$ cat config.mk
export PLATFORM = sky130hd
export DESIGN_NAME = qcrq_front
export DESIGN_NICKNAME = d
export VERILOG_FILES = /design/src/rtl/qcrq_pkg.sv /design/src/rtl/qcrq_front.sv
export SDC_FILE = /design/constraint.sdc
export NUM_CORES = 1
export LEC_CHECK = 0
export BUFFER_PORTS_ARGS = -buffer_cell sky130_fd_sc_hd__buf_2
export CAP_MARGIN = 20
export CORE_MARGIN = 2
export CORE_UTILIZATION = 40
export CTS_CLUSTER_SIZE = 12
export DETAILED_ROUTE_END_ITERATION = 16
export PLACE_DENSITY = 0.79
export SLEW_MARGIN = 10
export SYNTH_ARGS = -nofsm -noshare
export SYNTH_HDL_FRONTEND = slang
export SYNTH_SLANG_ARGS = --single-unit
$ cat constraint.sdc
create_clock -name aclk -period 2.6 [get_ports aclk]
set_input_delay 0.52 -clock aclk [delete_from_list [all_inputs] [get_ports aclk]]
set_output_delay 0.52 -clock aclk [all_outputs]
set_load 0.05 [all_outputs]
$ cat src/rtl/qcrq_pkg.sv
`timescale 1ns / 1ps

package qcrq_pkg;

    localparam int CNT_W  = 11;
    localparam int REQ_W  = 3;
    localparam int CHAR_W = 8;
    localparam int ST_W   = 2;
    localparam int ENT_W  = CHAR_W + 1;

    localparam logic [CNT_W-1:0] CAP_RESET = 11'd1024;

    localparam logic [REQ_W-1:0] REQ_PUT   = 3'd0;
    localparam logic [REQ_W-1:0] REQ_GET   = 3'd1;
    localparam logic [REQ_W-1:0] REQ_UNPUT = 3'd2;
    localparam logic [REQ_W-1:0] REQ_FLUSH = 3'd3;
    localparam logic [REQ_W-1:0] REQ_PEEK  = 3'd4;

    localparam logic [ST_W-1:0] ST_OK    = 2'd0;
    localparam logic [ST_W-1:0] ST_EMPTY = 2'd1;
    localparam logic [ST_W-1:0] ST_FULL  = 2'd2;
    localparam logic [ST_W-1:0] ST_RANGE = 2'd3;

    typedef enum logic [2:0] {
        OP_PUT,
        OP_GET,
        OP_UNPUT,
        OP_FLUSH,
        OP_PEEK,
        OP_NOP
    } op_t;

    typedef struct packed {
        op_t               op;
        logic [CHAR_W-1:0] char_in;
        logic              quote_in;
        logic [CNT_W-1:0]  amount;
    } cmd_t;

    typedef enum logic {
        BK_EXEC,
        BK_LOAD
    } back_state_t;

endpackage

$ cat src/rtl/qcrq_front.sv
`timescale 1ns / 1ps

module qcrq_front (
    input  logic                       aclk,
    input  logic                       aresetn,
    input  logic                       s_valid,
    output logic                       s_ready,
    input  logic [qcrq_pkg::REQ_W-1:0] s_req_type,
    input  logic [qcrq_pkg::CHAR_W-1:0] s_char_in,
    input  logic                       s_quote_in,
    input  logic [qcrq_pkg::CNT_W-1:0] s_amount,
    output logic                       f_valid,
    input  logic                       f_ready,
    output qcrq_pkg::cmd_t             f_cmd
);
    import qcrq_pkg::*;

    cmd_t cmd_reg;
    cmd_t cmd_next;
    logic vld_reg;
    logic vld_next;
    logic take;

    assign s_ready = !vld_reg || f_ready;
    assign take    = s_valid && s_ready;
    assign f_valid = vld_reg;
    assign f_cmd   = cmd_reg;

    always_comb begin
        cmd_next.char_in  = s_char_in;
        cmd_next.quote_in = s_quote_in;
        cmd_next.amount   = s_amount;
        case (s_req_type)
            REQ_PUT:   cmd_next.op = OP_PUT;
            REQ_GET:   cmd_next.op = OP_GET;
            REQ_UNPUT: cmd_next.op = OP_UNPUT;
            REQ_FLUSH: cmd_next.op = OP_FLUSH;
            REQ_PEEK:  cmd_next.op = OP_PEEK;
            default:   cmd_next.op = OP_NOP;
        endcase
    end

    always_comb begin
        if (take) begin
            vld_next = 1'b1;
        end else if (f_ready) begin
            vld_next = 1'b0;
        end else begin
            vld_next = vld_reg;
        end
    end

    always_ff @(posedge aclk) begin
        if (!aresetn) begin
            vld_reg <= 1'b0;
        end else begin
            vld_reg <= vld_next;
        end
    end

    always_ff @(posedge aclk) begin
        if (take) begin
            cmd_reg <= cmd_next;
        end
    end

endmodule

* Word-level counts from Yosys, hierarchy flattened
Index checks and enable logic that the tools add are counted.
** Word-level totals
- Word-level logic and storage cells :: 17
- Input port bits :: 27
- Register bits :: 24
- Output and inout bits :: 25
** Cells by class
- Reduce and logical (&&, ||, !) cells :: 5
- Equal/unequal tests :: 4
- Muxes and demuxes :: 3
** Operators with widths (number)
- 3-bit case mux with 5 select lines :: 1
- 3-bit by 2-bit equality test with 1-bit output, second input constant :: 2
- 3-bit by 1-bit equality test with 1-bit output, second input constant :: 1
- 3-bit equality test, second input constant :: 1
- 3-bit zero test :: 1
- 1-bit two-way mux :: 2
- 2-bit nonzero test :: 1
- 1-bit logical AND :: 1
- 1-bit zero test :: 1
- 1-bit logical OR :: 1

* Depth between registers and ports, before layout
- Word-level depth :: 4
- Depth in mapped cells :: 2
- Mapped depth without buffers :: 2

* Worst setup path before layout
Ideal clock, no wire load.
- Path kind :: register to register
- Start :: register vld_reg, in the netlist f_valid
- End :: register cmd_reg, in the netlist f_cmd[0], enable pin
- Cell stages (with the launch flop) :: 3
- Arrival :: 1.174 ns
- Buffers on the path :: 0
- Clock period less this slack :: 1.442 ns
- Setup slack :: 1.158 ns
- Required time :: 2.332 ns
- Setup time :: 0.268 ns
- Cell sequence :: dfxtp_1 -> nand2b_4 -> and2_4
** On the way
- Longest elaborated chain between the ends :: 3
** RTL lines
- start: declaration :: RTL line qcrq_front.sv:20 : logic vld_reg;
- start signal: assignment :: RTL line qcrq_front.sv:57 : vld_reg <= vld_next;
- 1-bit zero test :: RTL line qcrq_front.sv:24 : assign s_ready = !vld_reg || f_ready;
- 1-bit logical OR :: RTL line qcrq_front.sv:24
- net s_ready :: RTL line qcrq_front.sv:7 : output logic s_ready,
- 1-bit logical AND :: RTL line qcrq_front.sv:25 : assign take = s_valid && s_ready;
- net take :: RTL line qcrq_front.sv:22 : logic take;
- end signal: assignment :: RTL line qcrq_front.sv:63 : cmd_reg <= cmd_next;
- end: declaration :: RTL line qcrq_front.sv:18 : cmd_t cmd_reg;
The timed path passes the listed nets, and every way through them passes these cells.
A chain may end at the register's enable or synchronous reset.

* Final worst setup path
- Start :: register vld_reg, in the netlist f_valid
- End :: output port s_ready
** On the way
- Longest elaborated chain between the ends :: 2
** RTL lines (RTL line)
- 1-bit zero test :: qcrq_front.sv:24
- 1-bit logical OR :: qcrq_front.sv:24
- end: declaration :: qcrq_front.sv:7
No other way between the ends.

==> metrics.md <==
| Metric | Value |
|---|---|
| CTS Buf Count | 3 |
| Worst Slack Setup Final | ~1.1 ns |
| CP Depth | 2 |
| Synth area leaders | edfxtp_1, dfxtp_1, nand2b_4 |
| Vias per cell | around 4.2 |
| GRT overflow | 0 |
| Area fraction of the dominant cell type after synthesis | 0.902 |
| Core region area | around 0.0018 mm² |
| Vias | approximately 460 |
| Initial antenna violation count | 0 |
| Cts hold-fix bufs | 0 |
| Crit path kind | flip-flop to output port |
| Crit path DAT | just under 1 ns |
| R2R Path Start | f_valid |
| Setup Fix Bufs, Post-CTS | 0 |
| Clk Latency, worst-skew pair | ~0.30 ns |
| Slowest stage delay, CP | 0.35 ns |
| CTS tree | yes |
| CP startpoint | f_valid |
| CTS resizes | 0 |
| Post-Syn Area | ~770 µm² |
| Drt first-iter violations | 9 |
| Mapped Nets | between 50 and 60 |
| Required time of the critical path | 2.08 ns |
| Post-route ant nets | 0 |
| FF-to-FF setup slack | between 1.5 and 2 ns |
| Startpoint types | flip-flop |
| Critical Path Sink | s_ready |
| Dpl ws | about 1.1 ns |
| Num ports | 52 |
| P_leak | ~0.48 nW |
| Outcome | complete, no violations |
| Global Route Usage Sum | 0.108 |
| Worst R2R Path Depth | 2 |
| Register area share after synthesis | 0.928 |
| Final Cycle Share | 0.578 |
| HP Class | primary input to flip-flop |
| Actual slew at the worst max-slew pin | around 0.29 ns |
| Worst-path cell chain | nand2b_4 > buf_2 |
| Library cells used by synthesis | 9 |
| Full die area | between 0.002 and 0.0025 mm² |
| Avg Cell Area, Syn | between 20 and 25 µm² |
| Fin. max-slew vios | 0 |
| Crit end category | output port |
| Reg clk slew, reported paths | roughly 0.12 ns |
| DR pass1 iterations | 2 |
| Slew HR | 0.805 |
| Drt drc | 0 |
| Final wirelength | 1.27 mm |
| CTS max path bufs | 2 |
| Layout cell share with drive strength beyond 1 | 0.671 |
| H-tree levels | 1 |
| Nets | between 100 and 150 |
| Die Wd | 47.8 µm |
| Sink Count | 24 |
| GP Congestion | ~0.65 |
| Final instance area | between 0.001 and 0.0015 mm² |
| Yosys warns | 0 |
| Flops & latches, synth | 24 |
| Synth Instances | 31 |
| WHS | a little under 0.4 ns |
| Peak VDD IR | 0.359 mV |
| CP max stage cell | dfxtp_1 |
| Row count | 15 |
| Worst r2r dst | f_cmd[10] |
| Initial core utilization | 0.434 |
| Global-route wire length before repair | ~1.6 mm |
| Max Clock Skew | around 0.0048 ns |
| Area grow syn2layout | 40.4% |
| Pwr dens | 690 mW/mm² |
| Delay-heaviest family, CP | flip-flops |
| Vias in the first global route | 409 |
| Tmin final | about 1.5 ns |
| Final setup TNS | 0 ns |
| Setup Viol. Count Final | 0 |
| Worst Path Max Fanout | 3 |
| Dpl cell area | ~0.0010 mm² |
| Root buffer cell | clkbuf_4 |
| Die height | roughly 48 µm |
| Fmax | ~0.66 GHz |
| Max-cap violations | 0 |
| Inserted Diodes | 0 |
| Critical path buffers and inverters | 1 |
| RSZ-0062 raised after global routing | no |
| Largest net degree at the start of global routing | 24 |
| Final hold vios | 0 |
| # port buffers | slightly above 50 |
| Avg WL per Cell | ~12 µm |
| Synth area leader | edfxtp_1 |
==> kinds of logic (layout without fill, tap and decap cells) <==
logic type / count (synthesis) / count (layout) / share of synthesized area
AO/OA/AOI/OAI: 2 / 2 / 0.0245
buffers and inverters: 2 / 56 / 0.00979
flip-flops: 24 / 24 / 0.928
AND/OR/NAND/NOR: 3 / 3 / 0.0376
==> layout make-up <==
| class | count | area, µm² |
|---|---|---|
| sequential | 24 | 711 |
| fill | 162 | 689 |
| clock buffer | 3 | 22.5 |
| clock inverter | 1 | 3.75 |
| inverter | 1 | 3.75 |
| timing repair buffer | 51 | 255 |
| multi-input combinational | 5 | 47.5 |
| tap | 25 | 31.3 |
==> flip-flops by register name (all words and copies together) (netlist names) <==
name	count
f_valid	1
f_cmd	23
==> synth_stat cells (all sizes together) <==
| cell | count |
|---|---|
| a21o | 1 |
| and2 | 1 |
| a21boi | 1 |
| dfxtp | 1 |
| inv | 1 |
| clkbuf | 1 |
| edfxtp | 23 |
| nand2b | 1 |
| nor2b | 1 |
==> layer usage <==
layer / share of wire / vias to the layer above / GRT usage
met5: 0 / - / 0
met4: 0 / 0 / 0.0649
met3: 0.062 / 0 / 0.0340
met2: 0.57 / 21 / 0.189
met1: 0.36 / 214 / 0.113
li1: - / 224 / -
==> placed cells by master, fill, tap and decap left out, drive strengths merged <==
cell,n
dfxtp,1
edfxtp,23
clkinv,1
a21o,1
a21boi,1
clkbuf,3
nand2b,1
inv,1
nor2b,1
and2,1
buf,51
==> worst min-delay path by stage <==
stage                       from  depth (start not counted)  slack (ns)        end
detailed placement       f_valid                          2        0.50    f_valid
finish              s_char_in[0]                          1        0.39  f_cmd[12]
global placement         f_valid                          2        0.48    f_valid
floorplan            s_amount[0]                          0        0.62   f_cmd[0]
CTS                  s_amount[6]                          1        0.38   f_cmd[6]
global route        s_char_in[2]                          1        0.36  f_cmd[14]
==> where the power goes <==
| group | total [W] | internal (W) | switching [W] |
|---|---|---|---|
| registers | 0.000455 | 0.000450 | 0.00000532 |
| logic | 0.000135 | 0.0000326 | 0.000102 |
| clock network | 0.000152 | 0.0000558 | 0.0000958 |
==> through the flow <==
step                      power (W)  cells   util
after floorplan            0.000559     31      -
after global placement     0.000598    106  0.594
after detailed placement   0.000600    106  0.594
after CTS                  0.000751    110  0.609
after global routing       0.000770    110  0.609
final                      0.000741    110  0.609
Power figures use the tool's default switching activity.
