--- config.mk ---
export PLATFORM = sky130hd
export DESIGN_NAME = qcrq_fifo
export DESIGN_NICKNAME = d
export VERILOG_FILES = /design/src/rtl/qcrq_pkg.sv /design/src/rtl/qcrq_fifo.sv
export SDC_FILE = /design/constraint.sdc
export NUM_CORES = 1
export LEC_CHECK = 0
export ABC_AREA = 1
export ABC_CLOCK_PERIOD_IN_PS = 2700
export BUFFER_PORTS_ARGS = -buffer_cell sky130_fd_sc_hd__buf_2
export CAP_MARGIN = 20
export CORE_AREA = 2 2 65 67
export CTS_CLUSTER_SIZE = 8
export DETAILED_ROUTE_END_ITERATION = 7
export DIE_AREA = 0 0 67 69
export PLACE_DENSITY = 0.76
export SETUP_SLACK_MARGIN = 0.2
export SYNTH_ARGS = -nofsm -noshare
export SYNTH_HDL_FRONTEND = slang
export SYNTH_SLANG_ARGS = --single-unit
--- constraint.sdc ---
create_clock -name aclk -period 2.7 [get_ports aclk]
set_input_delay 0 -clock aclk [delete_from_list [all_inputs] [get_ports aclk]]
set_output_delay 0 -clock aclk [all_outputs]
set_load 0.01 [all_outputs]
--- src/rtl/qcrq_pkg.sv ---
`timescale 1ns / 1ps

package qcrq_pkg;

    localparam int CNT_W  = 11;
    localparam int REQ_W  = 3;
    localparam int CHAR_W = 8;
    localparam int ST_W   = 2;
    localparam int ENT_W  = CHAR_W + 1;

    localparam logic [CNT_W-1:0] CAP_RESET = 11'd1024;

    localparam logic [REQ_W-1:0] REQ_PUT   = 3'd0;
    localparam logic [REQ_W-1:0] REQ_GET   = 3'd1;
    localparam logic [REQ_W-1:0] REQ_UNPUT = 3'd2;
    localparam logic [REQ_W-1:0] REQ_FLUSH = 3'd3;
    localparam logic [REQ_W-1:0] REQ_PEEK  = 3'd4;

    localparam logic [ST_W-1:0] ST_OK    = 2'd0;
    localparam logic [ST_W-1:0] ST_EMPTY = 2'd1;
    localparam logic [ST_W-1:0] ST_FULL  = 2'd2;
    localparam logic [ST_W-1:0] ST_RANGE = 2'd3;

    typedef enum logic [2:0] {
        OP_PUT,
        OP_GET,
        OP_UNPUT,
        OP_FLUSH,
        OP_PEEK,
        OP_NOP
    } op_t;

    typedef struct packed {
        op_t               op;
        logic [CHAR_W-1:0] char_in;
        logic              quote_in;
        logic [CNT_W-1:0]  amount;
    } cmd_t;

    typedef enum logic {
        BK_EXEC,
        BK_LOAD
    } back_state_t;

endpackage

--- src/rtl/qcrq_fifo.sv ---
`timescale 1ns / 1ps

module qcrq_fifo (
    input  logic           aclk,
    input  logic           aresetn,
    input  logic           in_valid,
    output logic           in_ready,
    input  qcrq_pkg::cmd_t in_cmd,
    output logic           out_valid,
    input  logic           out_ready,
    output qcrq_pkg::cmd_t out_cmd
);
    import qcrq_pkg::*;

    cmd_t       slot_reg [2];
    logic       wr_ptr_reg;
    logic       wr_ptr_next;
    logic       rd_ptr_reg;
    logic       rd_ptr_next;
    logic [1:0] cnt_reg;
    logic [1:0] cnt_next;
    logic       push;
    logic       pop;

    assign in_ready  = (cnt_reg != 2'd2);
    assign out_valid = (cnt_reg != 2'd0);
    assign out_cmd   = slot_reg[rd_ptr_reg];
    assign push      = in_valid && in_ready;
    assign pop       = out_valid && out_ready;

    always_comb begin
        wr_ptr_next = push ? !wr_ptr_reg : wr_ptr_reg;
        rd_ptr_next = pop ? !rd_ptr_reg : rd_ptr_reg;
        cnt_next    = cnt_reg + 2'(push) - 2'(pop);
    end

    always_ff @(posedge aclk) begin
        if (!aresetn) begin
            wr_ptr_reg <= 1'b0;
            rd_ptr_reg <= 1'b0;
            cnt_reg    <= 2'd0;
        end else begin
            wr_ptr_reg <= wr_ptr_next;
            rd_ptr_reg <= rd_ptr_next;
            cnt_reg    <= cnt_next;
        end
    end

    always_ff @(posedge aclk) begin
        if (push) begin
            slot_reg[wr_ptr_reg] <= in_cmd;
        end
    end

endmodule

### Word-level counts from Yosys, hierarchy flattened

Memories as Yosys holds them, arrays and structs flattened. A register that Yosys moved wholly into a read port is not among the register bits.
Index checks and enable logic that the tools add are counted.

| word-level totals | value |
|---|---|
| RAM bits | 46 |
| output and inout port bits | 25 |
| memories kept | 1 |
| word-level logic and storage cells | 16 |
| register bits after elaboration | 4 |
| input bits | 27 |

| cells by class | value |
|---|---|
| equality and inequality tests | 1 |
| reduce and logical (&&, ||, !) cells | 5 |
| $add $sub $neg | 2 |
| muxes and demuxes | 4 |

Memory list:

| name | words | bits a word | read ports | clocked after Yosys merged registers in | wr ports | line | text |
|---|---|---|---|---|---|---|---|
| slot_reg | 2 | 23 | 1 | 1 | 1 | qcrq_fifo.sv:15 | `cmd_t slot_reg [2];` |

Operators by type and width:

| cell | number |
|---|---|
| 2-to-1 mux 1 bit | 4 |
| adder 2 x 1 -> 2 bit | 1 |
| logical AND 1 bit | 2 |
| logical NOT 1 bit | 2 |
| inequality test 2 bit (second input constant) | 1 |
| nonzero test 2 bit | 1 |
| subtractor 2 x 1 -> 2 bit | 1 |

### Depth between registers and ports, before layout

Gate-level depths: netlist (run 1).

| depth | value |
|---|---|
| word-level depth | 4 |
| depth in mapped cells | 11 |

### Worst setup path before layout (run 1)

OpenSTA, ideal clock, no wires.

| path | value |
|---|---|
| kind | register -> register |
| from | reg cnt_reg[0] |
| to | mem slot_reg[1][0] (netlist bit), enable pin |
| setup slack | 0.633 ns |
| path buffers | 0 |
| cell stages (with the launch flop) | 5 |
| data arrival time | 1.663 ns |
| clock period less this slack | 2.067 ns |
| library setup time | 0.404 ns |
| data required time | 2.296 ns |
| cell sequence | dfxtp_1 inv_1 nand2_1 nand2_1 nor2_1 |

| on the way | value |
|---|---|
| word-level cells in the longest chain between the ends | 4 |

Ends and longest elaborated chain:

| what | line | text |
|---|---|---|
| start: declaration | qcrq_fifo.sv:20 | `logic [1:0] cnt_reg;` |
| start signal: assignment | qcrq_fifo.sv:45 | `cnt_reg <= cnt_next;` |
| inequality test 2 bit | qcrq_fifo.sv:25 | `assign in_ready = (cnt_reg != 2'd2);` |
| net in_ready | qcrq_fifo.sv:7 | `output logic in_ready,` |
| logical AND 1 bit | qcrq_fifo.sv:28 | `assign push = in_valid && in_ready;` |
| 2-to-1 mux 1 bit | qcrq_fifo.sv:50 | `if (push) begin` |
| 2-to-1 mux 1 bit (not written as such) | qcrq_fifo.sv:51 | `slot_reg[wr_ptr_reg] <= in_cmd;` |
| end: declaration | qcrq_fifo.sv:15 |  |

The timed path passes the listed nets, and every way through them passes these cells.

### Worst setup path after layout (run 1)

| path | value |
|---|---|
| from | reg cnt_reg[0] |
| to | mem slot_reg[1][13] (netlist bit), enable pin |

| on the way | value |
|---|---|
| word-level cells in the longest chain between the ends | 4 |

Ends and longest elaborated chain:

| what | line |
|---|---|
| inequality test 2 bit | qcrq_fifo.sv:25 |
| logical AND 1 bit | qcrq_fifo.sv:28 |
| 2-to-1 mux 1 bit | qcrq_fifo.sv:50 |
| 2-to-1 mux 1 bit (not written as such) | qcrq_fifo.sv:51 |

Every way passes these cells.

==> results of run 1 <==
[final cells by class]
| class | instances | area [µm²] |
|---|---|---|
| clock buffer | 5 | 68.8 |
| timing repair buffer | 78 | 518 |
| tap | 50 | 62.6 |
| clock inverter | 3 | 20.0 |
| fill | 296 | 1360 |
| inverter | 7 | 26.3 |
| multi-input combinational | 47 | 373 |
| sequential | 51 | 1480 |
[layer usage]
metal / vias up / GRT usage (%)
li1: 551 / -
met1: 500 / 17.2
met3: 9 / 3.75
met5: - / 0
met2: 35 / 27.8
met4: 0 / 7.03
[metrics by stage]
step,setup slack (ns),instances
after global routing,0.728,241
after floorplan,0.633,107
after CTS,0.898,241
after global placement,1.01,209
after detailed placement,0.919,209
final,0.927,241
[logic make-up (layout without fill, tap and decap cells)]
| kind of cell | count (synthesis) | count (layout) | share of synthesized area (%) |
|---|---|---|---|
| AO/OA/AOI/OAI | 1 | 1 | 0.263 |
| buffers and inverters | 9 | 93 | 2.57 |
| multiplexers | 23 | 23 | 13.6 |
| XOR/XNOR | 1 | 1 | 0.462 |
| flip-flops | 51 | 51 | 78.0 |
| AND/OR/NAND/NOR | 21 | 21 | 4.35 |
| adder cells (fa/ha/maj) | 1 | 1 | 0.659 |
[final timing paths]
check	cells after the start	to
max	5	slot_reg[1][13]$_DFFE_PP_
max reg2reg	5	slot_reg[1][13]$_DFFE_PP_
min	6	rd_ptr_reg$_SDFFE_PN0P_
min reg2reg	2	rd_ptr_reg$_SDFFE_PN0P_
[power breakdown]
part	total (mW)	switching [mW]	leakage, nW	internal [mW]
clock	0.415	0.235	0.0402	0.180
sequential	1.05	0.0495	0.471	1.00
combinational	0.586	0.308	0.486	0.278
total	2.06	0.592	0.997	1.46
[worst register-to-register path, stage by stage, from the launching register on]
cell and delay, ns:
dfxtp_1 0.36, inv_1 0.05, nand2_1 0.07, nand2_1 0.17
nor2_2 0.50, buf_4 0.33
[layout by cell type (no fill, tap or decap)]
| cell | count |
|---|---|
| nor2_2 | 3 |
| mux2_2 | 23 |
| buf_2 | 51 |
| buf_4 | 3 |
| xnor2_1 | 1 |
| nor2_1 | 6 |
| clkbuf_8 | 5 |
| dlygate4sd3_1 | 24 |
| dfxtp_1 | 5 |
| inv_1 | 7 |
| edfxtp_1 | 46 |
| a21oi_1 | 1 |
| ha_1 | 1 |
| nand3_1 | 1 |
| clkinvlp_4 | 2 |
| clkinv_2 | 1 |
| nand2_1 | 11 |
[cell usage after synthesis (all sizes together)]
cell,count,share of area (%)
dfxtp,5,5.3
mux2,23,14
buf,2,1.2
xnor2,1,0.46
edfxtp,46,73
nor2,9,1.9
ha,1,0.66
a21oi,1,0.26
inv,7,1.4
nand3,1,0.26
nand2,11,2.2
==> run_results.csv, run 1 <==
group,metric,value,unit
critical_path,crit_type,"reg -> reg",
placed_design,placed_area,2220,µm²
synth,ys.warnings.count,0,
die,io_pins,52,
sta,worst_pin_slew,0.579,ns
global_routing,grt_antenna_before_repair,0,
hold_path,hold_path_class,"in -> reg",
critical_path,end_kind,"register",
placed_design,globalplace.congestion,0.614,
global_routing,grt_usage,15.7,%
global_routing,grt_pass1_wl,5.24,mm
clocking,worstSkewPairLatency,0.30,ns
global_routing,grt_remaining_overflow,0,
sta,setup_viol,0,
sta,report.final.slew_viol_count,0,
routing,drc_errors,0,
synth,synth_nets,135,
critical_path,arrival,1.77,ns
cells_and_area,fin_area,2550,µm²
run_status,outcome,"completed",
critical_path,cp_common_cell,"nand2_1",
hold_path,holdCritStartpoint,"out_ready",
cells_and_area,final_core_util,65.2,%
cells_and_area,drive_gt1_share,46.1,%
clocking,cts_setup_buffers,0,
cells_and_area,nets,218,
flow_run,drv_cap,0,
critical_path,reg2reg_slack,0.93,ns
cells_and_area,area_growth,34.3,%
sta,rsz0062_at_grt,"no",
power_and_ir_drop,power_leakage,0.997,nW
routing,first_iter_violations,26,
routing,drtPass1Iterations,4,
routing,wl_per_cell,13.9,µm
synth,syn_inst,107,
global_routing,grt_max_degree,18,
sta,hold_viol_final,0,
clocking,cts_hold_buf,24,
routing,wl_met2,1.75,mm
power_and_ir_drop,total_power,2.06,mW
clocking,cts_root_buf,"clkbuf_8",
cells_and_area,largest_reg_flops,46,
synth,yosysUniqueCellTypes,12,
critical_path,startpoint,"cnt_reg[0]$_SDFF_PN0_",
critical_path,critPathMaxStageDelay,0.50,ns
synth,synth-seq-cells,51,
routing,vias,1095,
critical_path,critPathTopFamily,"simple AND/OR/NAND/NOR gates",
critical_path,cp_num_buf_inv,2,
synth,synth_area,1900,µm²
power_and_ir_drop,ir_drop,0.000404,V
placed_design,hpwl,2.21,mm
clocking,post_cts_resized,0,
sta,max_freq,564,MHz
die,initial_utilization,48.5,%
power_and_ir_drop,power.density,806,nW/µm²
synth,syn_avg_cell_area,17.7,µm²
clocking,htreeDepth,2,
critical_path,cp-start-kind,"register",
routing,highest_layer,"met4",
routing,finalWirelength,3.36,mm
sta,clock_skew,0.00465,ns
clocking,cts_made_buffers,5,
critical_path,crit_chain,"inv_1 > nand2_1 > nand2_1 > nor2_2 > buf_4",
clocking,clk_pin_slew,0.09,ns
synth,synth-seq-area-share,78.0,%
sta,fin_crit,1.77,ns
die,fp.dieH,69,µm
routing,viasPerCell,4.54,
die,dieArea,4620,µm²
routing,wl_met1,1.35,mm
sta,tns,0,ns
die,die_w,67,µm
critical_path,cp_slowest_cell,"nor2_2",
clocking,cts.sinks,51,
routing,route.met3.wl,169,µm
cells_and_area,n_antenna_cell,0,
die,rows,23,
sta,period_share,65.7,%
die,coreArea,3910,µm²
sta,hold_ws,0.132,ns
global_routing,grt_pass1_vias,1163,
critical_path,cp.required,2.70,ns
critical_path,worstPathMaxFanout,13,
routing,final_antenna_net_count,0,
placed_design,portBuffers,51,
sta,slew_headroom,61.3,%
critical_path,rr_startpoint,"cnt_reg[0]$_SDFF_PN0_",
clocking,cts_tree,"done",
clocking,clockBufferDepth,2,
No activity file was read; power rests on OpenSTA's default activity.
==> run 2, diff against run 1 <==
==> config.mk (replaced) <==
export PLATFORM = sky130hd
export DESIGN_NAME = qcrq_fifo
export DESIGN_NICKNAME = d
export VERILOG_FILES = /design/src/rtl/qcrq_pkg.sv /design/src/rtl/qcrq_fifo.sv
export SDC_FILE = /design/constraint.sdc
export NUM_CORES = 1
export LEC_CHECK = 0
export ABC_AREA = 0
export ABC_CLOCK_PERIOD_IN_PS = 1440
export BUFFER_PORTS_ARGS = -buffer_cell sky130_fd_sc_hd__buf_2
export CAP_MARGIN = 20
export CORE_AREA = 2 2 68 70
export CTS_CLUSTER_SIZE = 8
export DETAILED_ROUTE_END_ITERATION = 7
export DIE_AREA = 0 0 70 72
export PLACE_DENSITY = 0.73
export SETUP_SLACK_MARGIN = 0.2
export SYNTH_ARGS = -nofsm -noshare
export SYNTH_HDL_FRONTEND = slang
export SYNTH_SLANG_ARGS = --single-unit
==> constraint.sdc (replaced) <==
create_clock -name aclk -period 1.44 [get_ports aclk]
set_input_delay 0 -clock aclk [delete_from_list [all_inputs] [get_ports aclk]]
set_output_delay 0 -clock aclk [all_outputs]
set_load 0.01 [all_outputs]
==> run_results.csv, run 2 <==
group,metric,value,unit
sta,report.final.slew_viol_count,0,
critical_path,arrival,1.34,ns
sta,worst_pin_slew,0.339,ns
die,initial_utilization,44.9,%
placed_design,portBuffers,51,
clocking,worstSkewPairLatency,0.30,ns
cells_and_area,largest_reg_flops,46,
power_and_ir_drop,ir_drop,0.000761,V
placed_design,hpwl,2.29,mm
clocking,cts_root_buf,"clkbuf_8",
die,fp.dieH,72,µm
cells_and_area,final_cell_mix,"edfxtp_1, buf_2, dlygate4sd3_1",
power_and_ir_drop,total_power,4.05,mW
cells_and_area,final_common_cell,"edfxtp_1",
routing,drtPass1Iterations,4,
synth,synth_nets,129,
power_and_ir_drop,power.density,1380,nW/µm²
routing,drc_errors,0,
routing,viasPerCell,4.89,
global_routing,grt_remaining_overflow,0,
sta,max_freq,745,MHz
sta,clock_skew,0.00393,ns
clocking,cts.sinks,51,
die,io_pins,52,
synth,yosysUniqueCellTypes,25,
sta,fin_crit,1.34,ns
synth,synth-seq-cells,51,
power_and_ir_drop,power_leakage,1.15,nW
synth,ys.warnings.count,0,
die,die_w,70,µm
flow_run,drv_cap,0,
cells_and_area,final.fill_count,285,
die,coreArea,4260,µm²
synth,synth_area,1910,µm²
placed_design,place_worst_setup_slack,0.0456,ns
run_status,outcome,"completed",
cells_and_area,nets,221,
synth,synth_top_area_share,72.2,%
cells_and_area,n_antenna_cell,0,
critical_path,cp-start-kind,"register",
die,dieArea,5040,µm²
sta,setup_viol,0,
cells_and_area,seq_area,1490,µm²
routing,vias,1203,
synth,ys_top_cells_by_count,"edfxtp_1, mux2_1, dfxtp_1, nor2_1, mux2_2",
synth,synth_most_common_cell,"edfxtp_1",
global_routing,grt_antenna_before_repair,0,
hold_path,hold_path_class,"in -> reg",
sta,hold_viol_final,0,
cells_and_area,drive_gt1_share,53.1,%
synth,synthArstFlopShare,0,%
critical_path,crit_type,"reg -> out",
critical_path,worstPathMaxFanout,9,
cells_and_area,area_growth,53.9,%
die,rows,24,
synth,synth_edf_count,46,
routing,first_iter_violations,72,
synth,netlist.top_cell.by_area,"edfxtp_1",
critical_path,r2r.worst_path.cells,6,
global_routing,grt_max_degree,18,
cells_and_area,multi_input_area,562,µm²
global_routing,grt_pass1_wl,5.59,mm
placed_design,globalplace.congestion,0.723,
clocking,htreeDepth,2,
critical_path,end_kind,"output pin",
sta,rsz0062_at_grt,"yes",
clocking,cts_tree,"done",
clocking,clk_pin_slew,0.08,ns
critical_path,cp.required,1.44,ns
routing,final_antenna_net_count,0,
synth,ys.flop_type,"edfxtp_1",
synth,syn_avg_cell_area,19.0,µm²
hold_path,whs_path_depth,3,
global_routing,grt_pass1_vias,1208,
synth,syn_inst,101,
routing,finalWirelength,3.80,mm
sta,slew_headroom,77.3,%
global_routing,grt_usage,14.7,%
routing,wl_per_cell,15.5,µm
clocking,clockBufferDepth,2,
synth,synth.area.top_cells,"edfxtp_1, mux2_1, dfxtp_1",
clocking,cts_made_buffers,5,
sta,tns,0,ns
synth,synth-seq-area-share,77.4,%
sta,setup_slack,0.0986,ns
sta,period_share,93.2,%
==> run 2: report_power, final <==
| group | switching [mW] | internal, mW | leakage [nW] |
|---|---|---|---|
| Combinational | 0.541 | 0.832 | 0.634 |
| Clock | 0.444 | 0.340 | 0.0412 |
| Sequential | 0.0843 | 1.81 | 0.474 |
| Total | 1.07 | 2.98 | 1.15 |
==> run 2: worst paths after layout <==
| check | startpoint | endpoint | slack, ns |
|---|---|---|---|
| worst min-delay path | in_valid | wr_ptr_reg$_SDFFE_PN0P_ | 0.14 |
| worst min register to register | rd_ptr_reg$_SDFFE_PN0P_ | register | 0.53 |
| worst max register to register | cnt_reg[1]$_SDFF_PN0_ | cnt_reg[1]$_SDFF_PN0_ | 0.11 |
| worst max-delay path | register | out_cmd[6] | 0.1 |
==> run 2: critical path, stage by stage (launching register included) <==
cell,delay (ns)
dfxtp_4,0.40
buf_12,0.14
mux2_1,0.35
buf_2,0.15
==> run 2: layout make-up <==
| type | count | share of cell area [%] |
|---|---|---|
| Inverter | 2 | 0.382 |
| Clock buffer | 6 | 2.46 |
| Timing Repair Buffer | 86 | 24.8 |
| Sequential cell | 51 | 50.7 |
| Clock inverter | 2 | 0.425 |
| Tap cell | 52 | 2.21 |
| Multi-Input combinational cell | 47 | 19.1 |
==> run 2: cells by family (layout without fill, tap and decap cells) <==
kind of cell | Yosys count | after routing | share of synthesized area (%)
AO/OA/AOI/OAI | 6 | 6 | 2.29
XOR/XNOR | 1 | 1 | 0.458
adder cells (fa/ha/maj) | 1 | 1 | 0.653
buffers and inverters | 4 | 96 | 0.915
flip-flops | 51 | 51 | 77.4
multiplexers | 23 | 23 | 13.5
AND/OR/NAND/NOR | 15 | 16 | 4.77
==> run 2: repair_timing <==
action,4_1_cts,5_1_grt
setup buffers,3,2
hold buffers,24,0
pin swaps,7,4
setup endpoints to repair,58,49
hold endpoints to repair,47,0
gates resized for setup,11,41
cloned,2,1
==> run 2: stage by stage <==
step | instance area, µm² | utilization (%) | hold WS (ns) | cells
after CTS | 2710 | 63.5 | 0.110 | 243
after floorplan | 1950 | - | 0.0989 | 101
final | 2950 | 69.1 | 0.143 | 246
after detailed placement | 2300 | 54.0 | 0.194 | 206
after global placement | 2300 | 54.0 | 0.191 | 206
after global routing | 2950 | 69.1 | 0.162 | 246
==> run 2: per-layer routing <==
layer	vias to the layer above	track usage (%)	share of wire, %
met5	-	0	0
met4	0	4.49	0.95
met3	4	5.69	5.7
met2	38	25.3	54
met1	587	17.4	40
li1	574	-	-
